[config.mk]
export PLATFORM = sky130hd
export DESIGN_NAME = button_debounce_long_press_repeat
export DESIGN_NICKNAME = d
export VERILOG_FILES = /design/src/rtl/core/bdlp_pkg.sv /design/src/rtl/core/bdlp_lane.sv /design/src/rtl/core/bdlp_merge.sv /design/src/rtl/core/button_debounce_long_press_repeat.sv
export SDC_FILE = /design/constraint.sdc
export NUM_CORES = 2
export LEC_CHECK = 0
export BUFFER_PORTS_ARGS = -buffer_cell sky130_fd_sc_hd__buf_2
export CORE_MARGIN = 2
export CORE_UTILIZATION = 57
export DETAILED_ROUTE_END_ITERATION = 7
export PLACE_DENSITY = 0.85
export SLEW_MARGIN = 20
export SYNTH_ARGS = -nofsm -noshare
export SYNTH_HDL_FRONTEND = slang
export SYNTH_SLANG_ARGS = --single-unit
[constraint.sdc]
create_clock -name aclk -period 8.7 [get_ports aclk]
set_input_delay 0.87 -clock aclk [delete_from_list [all_inputs] [get_ports aclk]]
set_output_delay 0.87 -clock aclk [all_outputs]
set_load 0.03 [all_outputs]
[src/rtl/core/bdlp_pkg.sv]
package bdlp_pkg;

    localparam int BUTTON_COUNT_DEF = 9;
    localparam int FIELD_W          = 9;   // width of every button vector field
    localparam int TIME_W           = 32;
    localparam int CFG_W            = 16;
    localparam int ADDR_W           = 4;
    localparam int APB_DATA_W       = 32;

    // input tdata layout
    localparam int IN_NOW_LSB   = 0;
    localparam int IN_PIN_LSB   = IN_NOW_LSB + TIME_W;
    localparam int IN_TDATA_W   = 48;

    // command codes carried in tuser
    localparam logic CMD_SCAN   = 1'b0;
    localparam logic CMD_IGNORE = 1'b1;

    // register index, paddr[3:2]
    localparam logic [1:0] REG_DEBOUNCE   = 2'd0;
    localparam logic [1:0] REG_LONG_PRESS = 2'd1;
    localparam logic [1:0] REG_REPEAT     = 2'd2;

    typedef struct packed {
        logic [CFG_W-1:0] debounce_time;
        logic [CFG_W-1:0] long_press_time;
        logic [CFG_W-1:0] repeat_interval;
    } lane_cfg_t;

    typedef struct packed {
        logic click;
        logic rpt;
        logic stable;
        logic long_held;
    } lane_out_t;

    // packed result, click_pulses in the lowest bits
    typedef struct packed {
        logic [FIELD_W-1:0] long_held;
        logic [FIELD_W-1:0] stable_pressed;
        logic [FIELD_W-1:0] repeat_pulses;
        logic [FIELD_W-1:0] click_pulses;
    } result_t;

    localparam int RESULT_W    = $bits(result_t);
    localparam int OUT_TDATA_W = ((RESULT_W + 7) / 8) * 8;

endpackage

[src/rtl/core/bdlp_lane.sv]
module bdlp_lane
    import bdlp_pkg::*;
(
    input  logic              aclk,
    input  logic              aresetn,
    input  logic              en,
    input  logic              cmd_ignore,
    input  logic [TIME_W-1:0] now_ms,
    input  logic              pin_down,
    input  lane_cfg_t         cfg,
    output lane_out_t         res
);

    logic              last_raw_reg,     last_raw_next;
    logic              stable_reg,       stable_next;
    logic              long_reg,         long_next;
    logic              ignore_reg,       ignore_next;
    logic [TIME_W-1:0] change_stamp_reg, change_stamp_next;
    logic [TIME_W-1:0] press_stamp_reg,  press_stamp_next;
    logic [TIME_W-1:0] repeat_stamp_reg, repeat_stamp_next;

    logic [TIME_W-1:0] change_age, press_age, press_age_n, repeat_age;
    logic              settled, press_edge, long_ok;

    // all three ages computed side by side, wrap mod 2^32
    assign change_age = now_ms - change_stamp_reg;
    assign press_age  = now_ms - press_stamp_reg;
    assign repeat_age = now_ms - repeat_stamp_reg;
    assign settled    = change_age >= {{(TIME_W-CFG_W){1'b0}}, cfg.debounce_time};

    always_comb begin
        last_raw_next     = last_raw_reg;
        stable_next       = stable_reg;
        long_next         = long_reg;
        ignore_next       = ignore_reg;
        change_stamp_next = change_stamp_reg;
        press_stamp_next  = press_stamp_reg;
        repeat_stamp_next = repeat_stamp_reg;
        press_edge        = 1'b0;
        press_age_n       = press_age;
        long_ok           = 1'b0;
        res               = '0;

        if (cmd_ignore) begin
            if (stable_reg) begin
                ignore_next = 1'b1;
            end
            res.stable    = stable_reg;
            res.long_held = long_reg;
        end else begin
            if (pin_down != last_raw_reg) begin
                change_stamp_next = now_ms;
                last_raw_next     = pin_down;
            end else if (settled && (pin_down != stable_reg)) begin
                stable_next = pin_down;
                long_next   = 1'b0;
                if (pin_down) begin
                    press_edge       = 1'b1;
                    res.click        = !ignore_reg;
                    press_stamp_next = now_ms;
                end else begin
                    press_stamp_next = '0;
                    ignore_next      = 1'b0;
                end
            end

            // fresh press has age zero
            if (press_edge) begin
                press_age_n = '0;
            end
            long_ok = stable_next && (press_stamp_next != '0) && !ignore_next &&
                      (press_age_n >= {{(TIME_W-CFG_W){1'b0}}, cfg.long_press_time});
            if (long_ok) begin
                long_next = 1'b1;
                if (repeat_age >= {{(TIME_W-CFG_W){1'b0}}, cfg.repeat_interval}) begin
                    res.rpt           = 1'b1;
                    repeat_stamp_next = now_ms;
                end
            end
            res.stable    = stable_next;
            res.long_held = long_next;
        end
    end

    always_ff @(posedge aclk) begin
        if (!aresetn) begin
            last_raw_reg     <= 1'b0;
            stable_reg       <= 1'b0;
            long_reg         <= 1'b0;
            ignore_reg       <= 1'b0;
            change_stamp_reg <= '0;
            press_stamp_reg  <= '0;
            repeat_stamp_reg <= '0;
        end else if (en) begin
            last_raw_reg     <= last_raw_next;
            stable_reg       <= stable_next;
            long_reg         <= long_next;
            ignore_reg       <= ignore_next;
            change_stamp_reg <= change_stamp_next;
            press_stamp_reg  <= press_stamp_next;
            repeat_stamp_reg <= repeat_stamp_next;
        end
    end

endmodule

[src/rtl/core/bdlp_merge.sv]
module bdlp_merge
    import bdlp_pkg::*;
#(
    parameter int BUTTON_COUNT = BUTTON_COUNT_DEF
) (
    input  logic                   aclk,
    input  logic                   aresetn,
    input  logic                   in_accept,
    output logic                   in_ready,
    input  lane_out_t              lanes [BUTTON_COUNT],
    output logic                   m_tvalid,
    input  logic                   m_tready,
    output logic [OUT_TDATA_W-1:0] m_tdata
);

    logic [FIELD_W-1:0] click_v, rpt_v, stable_v, long_v;
    result_t            merged;
    result_t            out_data_reg,  out_data_next;
    result_t            skid_data_reg, skid_data_next;
    logic               out_valid_reg, out_valid_next;
    logic               skid_valid_reg, skid_valid_next;

    // lanes past the field width are dropped, missing lanes read zero
    for (genvar j = 0; j < FIELD_W; j++) begin : g_pack
        if (j < BUTTON_COUNT) begin : g_lane
            assign click_v[j]  = lanes[j].click;
            assign rpt_v[j]    = lanes[j].rpt;
            assign stable_v[j] = lanes[j].stable;
            assign long_v[j]   = lanes[j].long_held;
        end else begin : g_none
            assign click_v[j]  = 1'b0;
            assign rpt_v[j]    = 1'b0;
            assign stable_v[j] = 1'b0;
            assign long_v[j]   = 1'b0;
        end
    end

    assign merged.click_pulses   = click_v;
    assign merged.repeat_pulses  = rpt_v;
    assign merged.stable_pressed = stable_v;
    assign merged.long_held      = long_v;

    // two-entry output buffer: ready depends only on skid occupancy
    assign in_ready = !skid_valid_reg;
    assign m_tvalid = out_valid_reg;
    assign m_tdata  = {{(OUT_TDATA_W-RESULT_W){1'b0}}, out_data_reg};

    always_comb begin
        out_valid_next  = out_valid_reg;
        out_data_next   = out_data_reg;
        skid_valid_next = skid_valid_reg;
        skid_data_next  = skid_data_reg;
        if (out_valid_reg && m_tready) begin
            out_valid_next = skid_valid_reg;
            out_data_next  = skid_data_reg;
            skid_valid_next = 1'b0;
        end
        if (in_accept) begin
            if (!out_valid_reg || m_tready) begin
                out_valid_next = 1'b1;
                out_data_next  = merged;
            end else begin
                skid_valid_next = 1'b1;
                skid_data_next  = merged;
            end
        end
    end

    always_ff @(posedge aclk) begin
        if (!aresetn) begin
            out_valid_reg  <= 1'b0;
            skid_valid_reg <= 1'b0;
        end else begin
            out_valid_reg  <= out_valid_next;
            skid_valid_reg <= skid_valid_next;
        end
        out_data_reg  <= out_data_next;
        skid_data_reg <= skid_data_next;
    end

endmodule

[src/rtl/core/button_debounce_long_press_repeat.sv]
// Channel  Dir  Handshake          Payload (low bit first)
// s_       in   s_tvalid/s_tready  tdata: now_ms[31:0], pin_levels[40:32]; tuser: cmd
// m_       out  m_tvalid/m_tready  tdata: click, repeat, stable, long_held (9 bits each)
// apb      in   psel/penable/pready 0x0 debounce, 0x4 long press, 0x8 repeat interval
//
// One scan per cycle sustained while the sink takes results; each result is registered in the output buffer.
// Throughput is set by the per-button lane: its wrap-around age compares are
// combinational, so lane state is ready for the next request at once.
// A two-entry output buffer decouples sides: s_tready drops only when both
// entries hold results that the sink has not taken.
// Reset (aresetn low, synchronous) clears all button state and loads the
// default register values; no clearing pass is needed.
module button_debounce_long_press_repeat
    import bdlp_pkg::*;
#(
    parameter int BUTTON_COUNT = BUTTON_COUNT_DEF
) (
    input  logic                   aclk,
    input  logic                   aresetn,
    // scan request stream
    input  logic                   s_tvalid,
    output logic                   s_tready,
    input  logic [IN_TDATA_W-1:0]  s_tdata,   // now_ms[31:0], pin_levels[40:32], zero pad
    input  logic                   s_tuser,   // cmd
    // result stream
    output logic                   m_tvalid,
    input  logic                   m_tready,
    output logic [OUT_TDATA_W-1:0] m_tdata,   // click[8:0], repeat[17:9],
                                              // stable[26:18], long_held[35:27], zero pad
    // register port
    input  logic                   psel,
    input  logic                   penable,
    input  logic                   pwrite,
    input  logic [ADDR_W-1:0]      paddr,
    input  logic [APB_DATA_W-1:0]  pwdata,
    output logic [APB_DATA_W-1:0]  prdata,
    output logic                   pready
);

    lane_cfg_t         cfg_reg, cfg_next;
    logic              cfg_write;
    logic [1:0]        reg_index;
    logic              s_accept;
    logic              cmd_ignore;
    logic [TIME_W-1:0] now_ms;
    logic [BUTTON_COUNT-1:0] pin_down;
    lane_out_t         lane_res [BUTTON_COUNT];

    // ---------------- register port ----------------
    assign pready    = 1'b1;
    assign reg_index = paddr[ADDR_W-1:2];
    assign cfg_write = psel && penable && pwrite && pready;

    always_comb begin
        cfg_next = cfg_reg;
        if (cfg_write) begin
            case (reg_index)
                REG_DEBOUNCE:   cfg_next.debounce_time   = pwdata[CFG_W-1:0];
                REG_LONG_PRESS: cfg_next.long_press_time = pwdata[CFG_W-1:0];
                REG_REPEAT:     cfg_next.repeat_interval = pwdata[CFG_W-1:0];
                default: begin
                    // unmapped address, write dropped
                end
            endcase
        end
    end

    always_comb begin
        case (reg_index)
            REG_DEBOUNCE:   prdata = {{(APB_DATA_W-CFG_W){1'b0}}, cfg_reg.debounce_time};
            REG_LONG_PRESS: prdata = {{(APB_DATA_W-CFG_W){1'b0}}, cfg_reg.long_press_time};
            REG_REPEAT:     prdata = {{(APB_DATA_W-CFG_W){1'b0}}, cfg_reg.repeat_interval};
            default:        prdata = '0;
        endcase
    end

    always_ff @(posedge aclk) begin
        if (!aresetn) begin
            cfg_reg.debounce_time   <= CFG_W'(20);
            cfg_reg.long_press_time <= CFG_W'(500);
            cfg_reg.repeat_interval <= CFG_W'(100);
        end else begin
            cfg_reg <= cfg_next;
        end
    end

    // ---------------- request decode ----------------
    assign s_accept   = s_tvalid && s_tready;
    assign cmd_ignore = (s_tuser == CMD_IGNORE);
    assign now_ms     = s_tdata[IN_NOW_LSB +: TIME_W];

    // pins are active low; buttons past the pin field read as pressed
    for (genvar i = 0; i < BUTTON_COUNT; i++) begin : g_lane
        if (i < FIELD_W) begin : g_pin
            assign pin_down[i] = !s_tdata[IN_PIN_LSB + i];
        end else begin : g_nopin
            assign pin_down[i] = 1'b1;
        end

        bdlp_lane u_lane (
            .aclk        (aclk),
            .aresetn     (aresetn),
            .en          (s_accept),
            .cmd_ignore  (cmd_ignore),
            .now_ms      (now_ms),
            .pin_down    (pin_down[i]),
            .cfg         (cfg_reg),
            .res         (lane_res[i])
        );
    end

    // ---------------- merge and output buffer ----------------
    bdlp_merge #(
        .BUTTON_COUNT (BUTTON_COUNT)
    ) u_merge (
        .aclk      (aclk),
        .aresetn   (aresetn),
        .in_accept (s_accept),
        .in_ready  (s_tready),
        .lanes     (lane_res),
        .m_tvalid  (m_tvalid),
        .m_tready  (m_tready),
        .m_tdata   (m_tdata)
    );

endmodule

**After elaboration in Yosys (flattened, before gate mapping)**

Cells that the tools add are included.

- Register bits after elaboration: 1022
- Word-level logic and storage cells: 544
- Output and inout bits: 75
- Input bits: 92

- Reduce and logical (&&, ||, !) cells: 112
- Bitwise gates (word level): 2
- $add $sub $neg: 27
- $lt $le $gt $ge: 27
- Equal/unequal tests: 29
- Muxes and demuxes: 271

Operators with widths:

| operator | number |
|---|---|
| $mux 32 | 54 |
| $ge 32x16->1 | 27 |
| $sub 32x32->32 | 27 |
| $reduce_bool 32->1 | 9 |
| $mux 1 | 195 |
| $mux 36 | 3 |
| $pmux 16 s3 | 1 |
| $logic_and 1x1->1 | 40 |
| $mux 2 | 18 |
| $reduce_and 4->1 | 9 |
| $logic_not 1->1 | 29 |
| $reduce_and 2->1 | 14 |
| $reduce_and 3->1 | 9 |
| $ne 1x1->1 | 18 |
| $ne 2x1->1 const B | 9 |
| $eq 2x1->1 const B | 1 |
| $eq 2x2->1 const B | 1 |
| $logic_not 2->1 | 1 |
| $not 1->1 | 2 |
| $logic_or 1x1->1 | 1 |

**Longest topological paths before layout**

- Depth in word-level cells: 14
- Mapped depth: 40
- Gate-level depth less buffers: 38

**Hierarchy**

A second synthesis with hierarchy kept.

- Cell total of the unflattened synthesis: 14048
- Area, all modules: 105563.7 um2

By module, submodules not included:

| module | area an instance (um2) | times used | cells an instance | sequential area each (um2) |
|---|---|---|---|---|
| bdlp_lane (g_lane[3].u_lane ...) | 11294.6 | 4 | 1510 | 2001.9 |
| bdlp_lane (g_lane[7].u_lane) | 11398.4 | 1 | 1551 | 2001.9 |
| bdlp_lane (g_lane[0].u_lane) | 11033.1 | 1 | 1503 | 2001.9 |
| bdlp_lane (g_lane[2].u_lane) | 11018.1 | 1 | 1545 | 2001.9 |
| bdlp_lane (g_lane[1].u_lane) | 10776.6 | 1 | 1458 | 2001.9 |
| bdlp_lane (g_lane[8].u_lane) | 10565.1 | 1 | 1424 | 2001.9 |
| bdlp_merge | 3213.1 | 1 | 258 | 1841.8 |
| button_debounce_long_press_repeat | 2381.0 | 1 | 269 | 960.9 |

**Worst setup path after synthesis**

OpenSTA, ideal clock, no wires.

- Path kind: in2reg
- Start point: in s_tdata[0]
- End point: reg g_lane[2].u_lane.repeat_stamp_reg[31]
- Path buffers: 4
- Cell stages on the path: 37
- Slack: -0.140 ns
- Required time: 8.627 ns
- Arrival time: 8.768 ns
- Cells stage by stage: clkbuf_1 -> inv_1 -> ha_1 -> fa_1 -> nor2b_1 -> o2111ai_1 -> a211oi_1 -> nor2_1 -> xnor2_1 -> ha_1 -> a211oi_1 -> nor2_1 -> a211oi_1 -> o221ai_1 -> or3_1 -> a2111oi_0 -> o311ai_0 -> or4_1 -> o21ai_1 -> clkbuf_2 -> clkbuf_1 -> and2_1 -> ha_1 -> nand2_1 -> nor2_1 -> a2111oi_0 -> o21ai_0 -> a41o_1 -> nand4b_1 -> a311o_1 -> nor4_1 -> nand3_1 -> nor4_1 -> nor3_1 -> nand4b_1 -> buf_4 -> mux2i_1

- Word-level cells in the longest chain between the ends: 11

RTL lines:

| element | line | source |
|---|---|---|
| start: declaration | button_debounce_long_press_repeat.sv:23 | `input logic [IN_TDATA_W-1:0] s_tdata,` |
| $sub 32x32->32 | bdlp_lane.sv:26 | `assign change_age = now_ms - change_stamp_reg;` |
| $ge 32x16->1 | bdlp_lane.sv:29 | `assign settled = change_age >= {{(TIME_W-CFG_W){1'b0}}, cfg.debounce_time};` |
| $logic_and 1x1->1 | bdlp_lane.sv:54 | `end else if (settled && (pin_down != stable_reg)) begin` |
| $mux 1 or $mux 32 (tied branches) | bdlp_lane.sv:54 |  |
| $mux 1 or $mux 32 (tied branches) | bdlp_lane.sv:51 | `if (pin_down != last_raw_reg) begin` |
| $mux 1 or $mux 32 (tied branches) | bdlp_lane.sv:44 | `if (cmd_ignore) begin` |
| $mux 32 or $reduce_bool 32->1 (tied branches) | bdlp_lane.sv:68, bdlp_lane.sv:71 |  |
| $mux 32 or $logic_and 1x1->1 (tied branches) | bdlp_lane.sv:44, bdlp_lane.sv:71 |  |
| $ge 32x16->1 or $logic_and 1x1->1 (tied branches) | bdlp_lane.sv:72, bdlp_lane.sv:71 |  |
| $logic_and 1x1->1 | bdlp_lane.sv:71 | `long_ok = stable_next && (press_stamp_next != '0) && !ignore_next &&` |
| $reduce_and 4->1 (no line) * | n/a |  |
| end signal: assignment | bdlp_lane.sv:101 | `repeat_stamp_reg <= repeat_stamp_next;` |
| end: declaration | bdlp_lane.sv:20 | `logic [TIME_W-1:0] repeat_stamp_reg, repeat_stamp_next;` |

Every way passes the cells marked *; elsewhere a longest branch is shown, timed or not. The select of a mux whose other input is x is not followed.
A chain may end at the register's enable or synchronous reset.

**Worst setup path in the final report**

- Start point: in s_tdata[0]
- End point: reg g_lane[5].u_lane.repeat_stamp_reg[11]

- Word-level cells in the longest chain between the ends: 11

RTL lines:

| element | line |
|---|---|
| $sub 32x32->32 | bdlp_lane.sv:26 |
| $ge 32x16->1 | bdlp_lane.sv:29 |
| $logic_and 1x1->1 | bdlp_lane.sv:54 |
| $mux 1 or $mux 32 (tied branches) | bdlp_lane.sv:54 |
| $mux 1 or $mux 32 (tied branches) | bdlp_lane.sv:51 |
| $mux 1 or $mux 32 (tied branches) | bdlp_lane.sv:44 |
| $mux 32 or $reduce_bool 32->1 (tied branches) | bdlp_lane.sv:68, bdlp_lane.sv:71 |
| $mux 32 or $logic_and 1x1->1 (tied branches) | bdlp_lane.sv:44, bdlp_lane.sv:71 |
| $ge 32x16->1 or $logic_and 1x1->1 (tied branches) | bdlp_lane.sv:72, bdlp_lane.sv:71 |
| $logic_and 1x1->1 | bdlp_lane.sv:71 |
| $reduce_and 4->1 (no line) * | n/a |
| end signal: assignment | bdlp_lane.sv:101 |
| end: declaration | bdlp_lane.sv:20 |

Marks and branches as above.

==> results.md <==
- The flow ran to the end, but the final reports show violations.
- The final reports fail on design-rule violations.
- The number of vias per cell after detailed routing is 6.425.
- The finished layout holds 15,640 standard cells, fillers aside.
- In this run the power density over the cells is 140.4 nW/um2.
- The remaining number of nets flagged by the antenna check after routing is 0.
- For this run, the register share of the synthesized area comes to 20.97%.
- The area of the die is 177,600 um2.
- The arrival time at the worst endpoint is 9050 ps.
- The clock period minus worst slack is 8365 ps.
- The worst setup path is launched from an input port.
- The final standard cell utilization of the core is 62.60%.
- Port buffering added 120 buffers.
- For this configuration, the core starts out at a cell density of 57.26%.
- For this design the top-level I/O count stands at 167.
- For this run, the leading register cell type out of synthesis is sky130_fd_sc_hd__dfxtp_1.
- The largest individual stage delay along the critical path comes from the cell sky130_fd_sc_hd__or4_1.
- The detailed router placed 100,500 vias in this run.
- Setup repair after global routing could not meet its margin everywhere.
- The largest single stage delay on the critical path is 530 ps.
- The count of unresolved DRC violations after routing is 2.
- The tree is rooted in a sky130_fd_sc_hd__clkbuf_16.
- The total count of hold-check failures in the final report is 0.
- The critical path endpoint category is a flop.
- The violation count after the first detailed-routing iteration is 12,470.
- The number of cells in the design after placement is 15,400.
- The number of max-slew violations in the final report came to 0.
- The fraction of layout instances using a drive strength above 1 is 6.805%.
- The number of buffers created by CTS is 117.
- For the worst-skew pair, the clock arrives at the later sink with an insertion delay of 840 ps.
- The share of the cycle needed by the critical path after routing is 96.15%.
- After synthesis, the share of flip-flops with an asynchronous set or reset is 0%.
- The critical-path maximum fanout is 8.
- The headroom to the max-slew limit is 18.27%.
- The netlist area before placement is 99,310 um2.
- Yosys printed 0 warnings.
- The number of global-route vias before repair is 92,090.
- The achievable clock frequency is 0.1195 GHz.
- Setup slack on the worst reg-to-reg path comes out at 500 ps.
- At the pin with the least slew margin, the transition time is 1224 ps.
- The final instance area is 108,600 um2.
- Across every metal layer, demand over resource in global routing totals 37.07%.
- The clock drives 1,022 sinks.
- Entering global routing, the biggest net connects 285 pins.
- The deepest level of the CTS H-tree is 3.
- For this design the static power due to leakage is 0.04246 uW.
- The initial antenna violation count is 25.
- After legalization and detailed placement, the total HPWL measured 248,500 um.
- The worst setup path is of the input port to flop kind.
- The library cells used most frequently in the layout, excluding fill and tap cells, are sky130_fd_sc_hd__nand2_1, sky130_fd_sc_hd__ha_1, sky130_fd_sc_hd__inv_1, sky130_fd_sc_hd__dfxtp_1, sky130_fd_sc_hd__a21oi_1.
- After synthesis the netlist holds a flip-flop and latch count of 1,022.
- After synthesis, the netlist uses 110 different library cells.
- The most common library cell in the layout ignoring fill and taps is sky130_fd_sc_hd__nand2_1.
- The first-pass GRT wire length is 525,100 um.
- The number of inserted filler cells in the final layout is 15,120.
- In this run the cell area measured after placement is 103,900 um2.
- Before antenna repair, the detailed router went through 8 iterations.
- The required time reported for the critical path endpoint is 9390 ps.
- The number of failing setup endpoints in the final timing report is 0.
- The placer congestion estimate is 1.048.
- In the final design database the tool counted 14,590 nets.
- The tool flagged a number of max-cap violations equal to 0.
- The final setup slack of the worst path is 335.0 ps.
- TritonCTS built the clock tree.
- The most repeated library cell on the critical path is sky130_fd_sc_hd__buf_4.
- The number of standard cells after synthesis is 13,130.
- The routed length per instance is 22.19 um.
- In this run the mean area of a mapped cell was 7.563 um2.
- The design draws 15,250 uW.
- The die is 421.4 um tall.
- The clock tree buffer depth is 3.
- In this run the horizontal extent of the chip is 421.4 um.
- The worst slack at placement is -442.0 ps.
- The core region is 173,400 um2.
- The post-detailed-routing wire length is 347,100 um.
- The setup clock skew after layout is 83.76 ps.
- The worst-case IR drop observed on VDD is 0.0001891 V.
- The number of enable-type register cells in the synthesized netlist is 36.
- The placement row count is 153.
- The total congestion overflow is 0.
- The register clock-pin slew on the reported worst setup and hold paths is 60 ps.
- The synthesis-to-layout area growth is 9.323%.
- The tightest min-delay check is of the input port to flop type.
-- final cells by class --
| class | instances | area (um2) | area share [%] |
|---|---|---|---|
| antenna | 18 | 45.04 | 0.04149 |
| clock buffer | 155 | 3251 | 2.994 |
| clock inverter | 61 | 1054 | 0.9704 |
| inverter | 1175 | 4414 | 4.066 |
| multi-input combinational | 10370 | 71970 | 66.29 |
| sequential | 1022 | 20820 | 19.18 |
| tap | 2325 | 2909 | 2.680 |
| timing repair buffer | 518 | 4103 | 3.779 |
-- per-layer routing --
| metal | GRT usage (%) | routed length, um |
|---|---|---|
| met3 | 7.244 | 37730 |
| met4 | 28.61 | 32630 |
| met1 | 46.13 | 133200 |
| met2 | 56.30 | 143400 |
| met5 | 0 | 140 |
-- power by group --
part / switching, uW / internal [uW] / total (uW) / leakage, uW
clock: 2290 / 3320 / 5610 / 0.00208
sequential: 87.4 / 4810 / 4900 / 0.00833
combinational: 2900 / 1830 / 4730 / 0.0320
-- stage by stage --
| stage | setup TNS [ps] | hold WS [ps] |
|---|---|---|
| after CTS | 0 | 303.0 |
| after detailed placement | -70020 | 439.1 |
| after global routing | -852.1 | 332.3 |
| final | 0 | 324.0 |
| after floorplan | 0 | 426.4 |
| after global placement | -40880 | 435.1 |
-- cell usage after synthesis, types with 224 or more instances --
cell                       number  share of area [%]
sky130_fd_sc_hd__inv_1       1175                4.4
sky130_fd_sc_hd__clkbuf_1     502                1.9
sky130_fd_sc_hd__ha_1        1269                 16
sky130_fd_sc_hd__mux2i_1      394                4.0
sky130_fd_sc_hd__nand2_1     1657                6.3
sky130_fd_sc_hd__nor3_1       224                1.1
sky130_fd_sc_hd__xnor2_1      300                2.6
sky130_fd_sc_hd__a21oi_1      848                4.3
sky130_fd_sc_hd__nor2b_1      462                2.9
sky130_fd_sc_hd__dfxtp_1      986                 20
sky130_fd_sc_hd__o21ai_0      637                3.2
sky130_fd_sc_hd__a22oi_1      316                2.4
sky130_fd_sc_hd__a21o_1       348                2.6
sky130_fd_sc_hd__a21boi_0     376                2.8
sky130_fd_sc_hd__nor2_1       723                2.7
-- path summary, 6_finish.rpt --
path / startpoint / to / cells past startpoint
max: s_tdata[0] / g_lane[5].u_lane.repeat_stamp_reg[11] / 38
min: pwdata[8] / cfg_reg[8] / 3
max reg2reg: g_lane[5].u_lane.change_stamp_reg[1] / g_lane[5].u_lane.repeat_stamp_reg[11] / 36
min reg2reg: g_lane[2].u_lane.long_reg / g_lane[2].u_lane.long_reg / 2
-- critical path: cells and delay by family --
kind | cells | cell delay, ps
buffers and inverters | 8 | 1520
AND/OR/NAND/NOR | 13 | 2420
adder cells (fa/ha/maj) | 4 | 1180
multiplexers | 1 | 130
XOR/XNOR | 1 | 160
AO/OA/AOI/OAI | 11 | 2740
-- cell families after synthesis --
group | synth area share (%)
compound gates | 26.09
xor+xnor | 4.304
fa+ha+maj | 16.53
buf+inv | 6.949
flops | 20.97
mux | 4.164
other cells | 0.007562
simple gates | 20.99
-- repair_timing --
action                     CTS  global route
setup buffers                0             4
hold buffers                 0             0
gates resized for setup      0            40
setup endpoints to repair    0           216
Note: power is estimated with default switching activity, not from simulation.
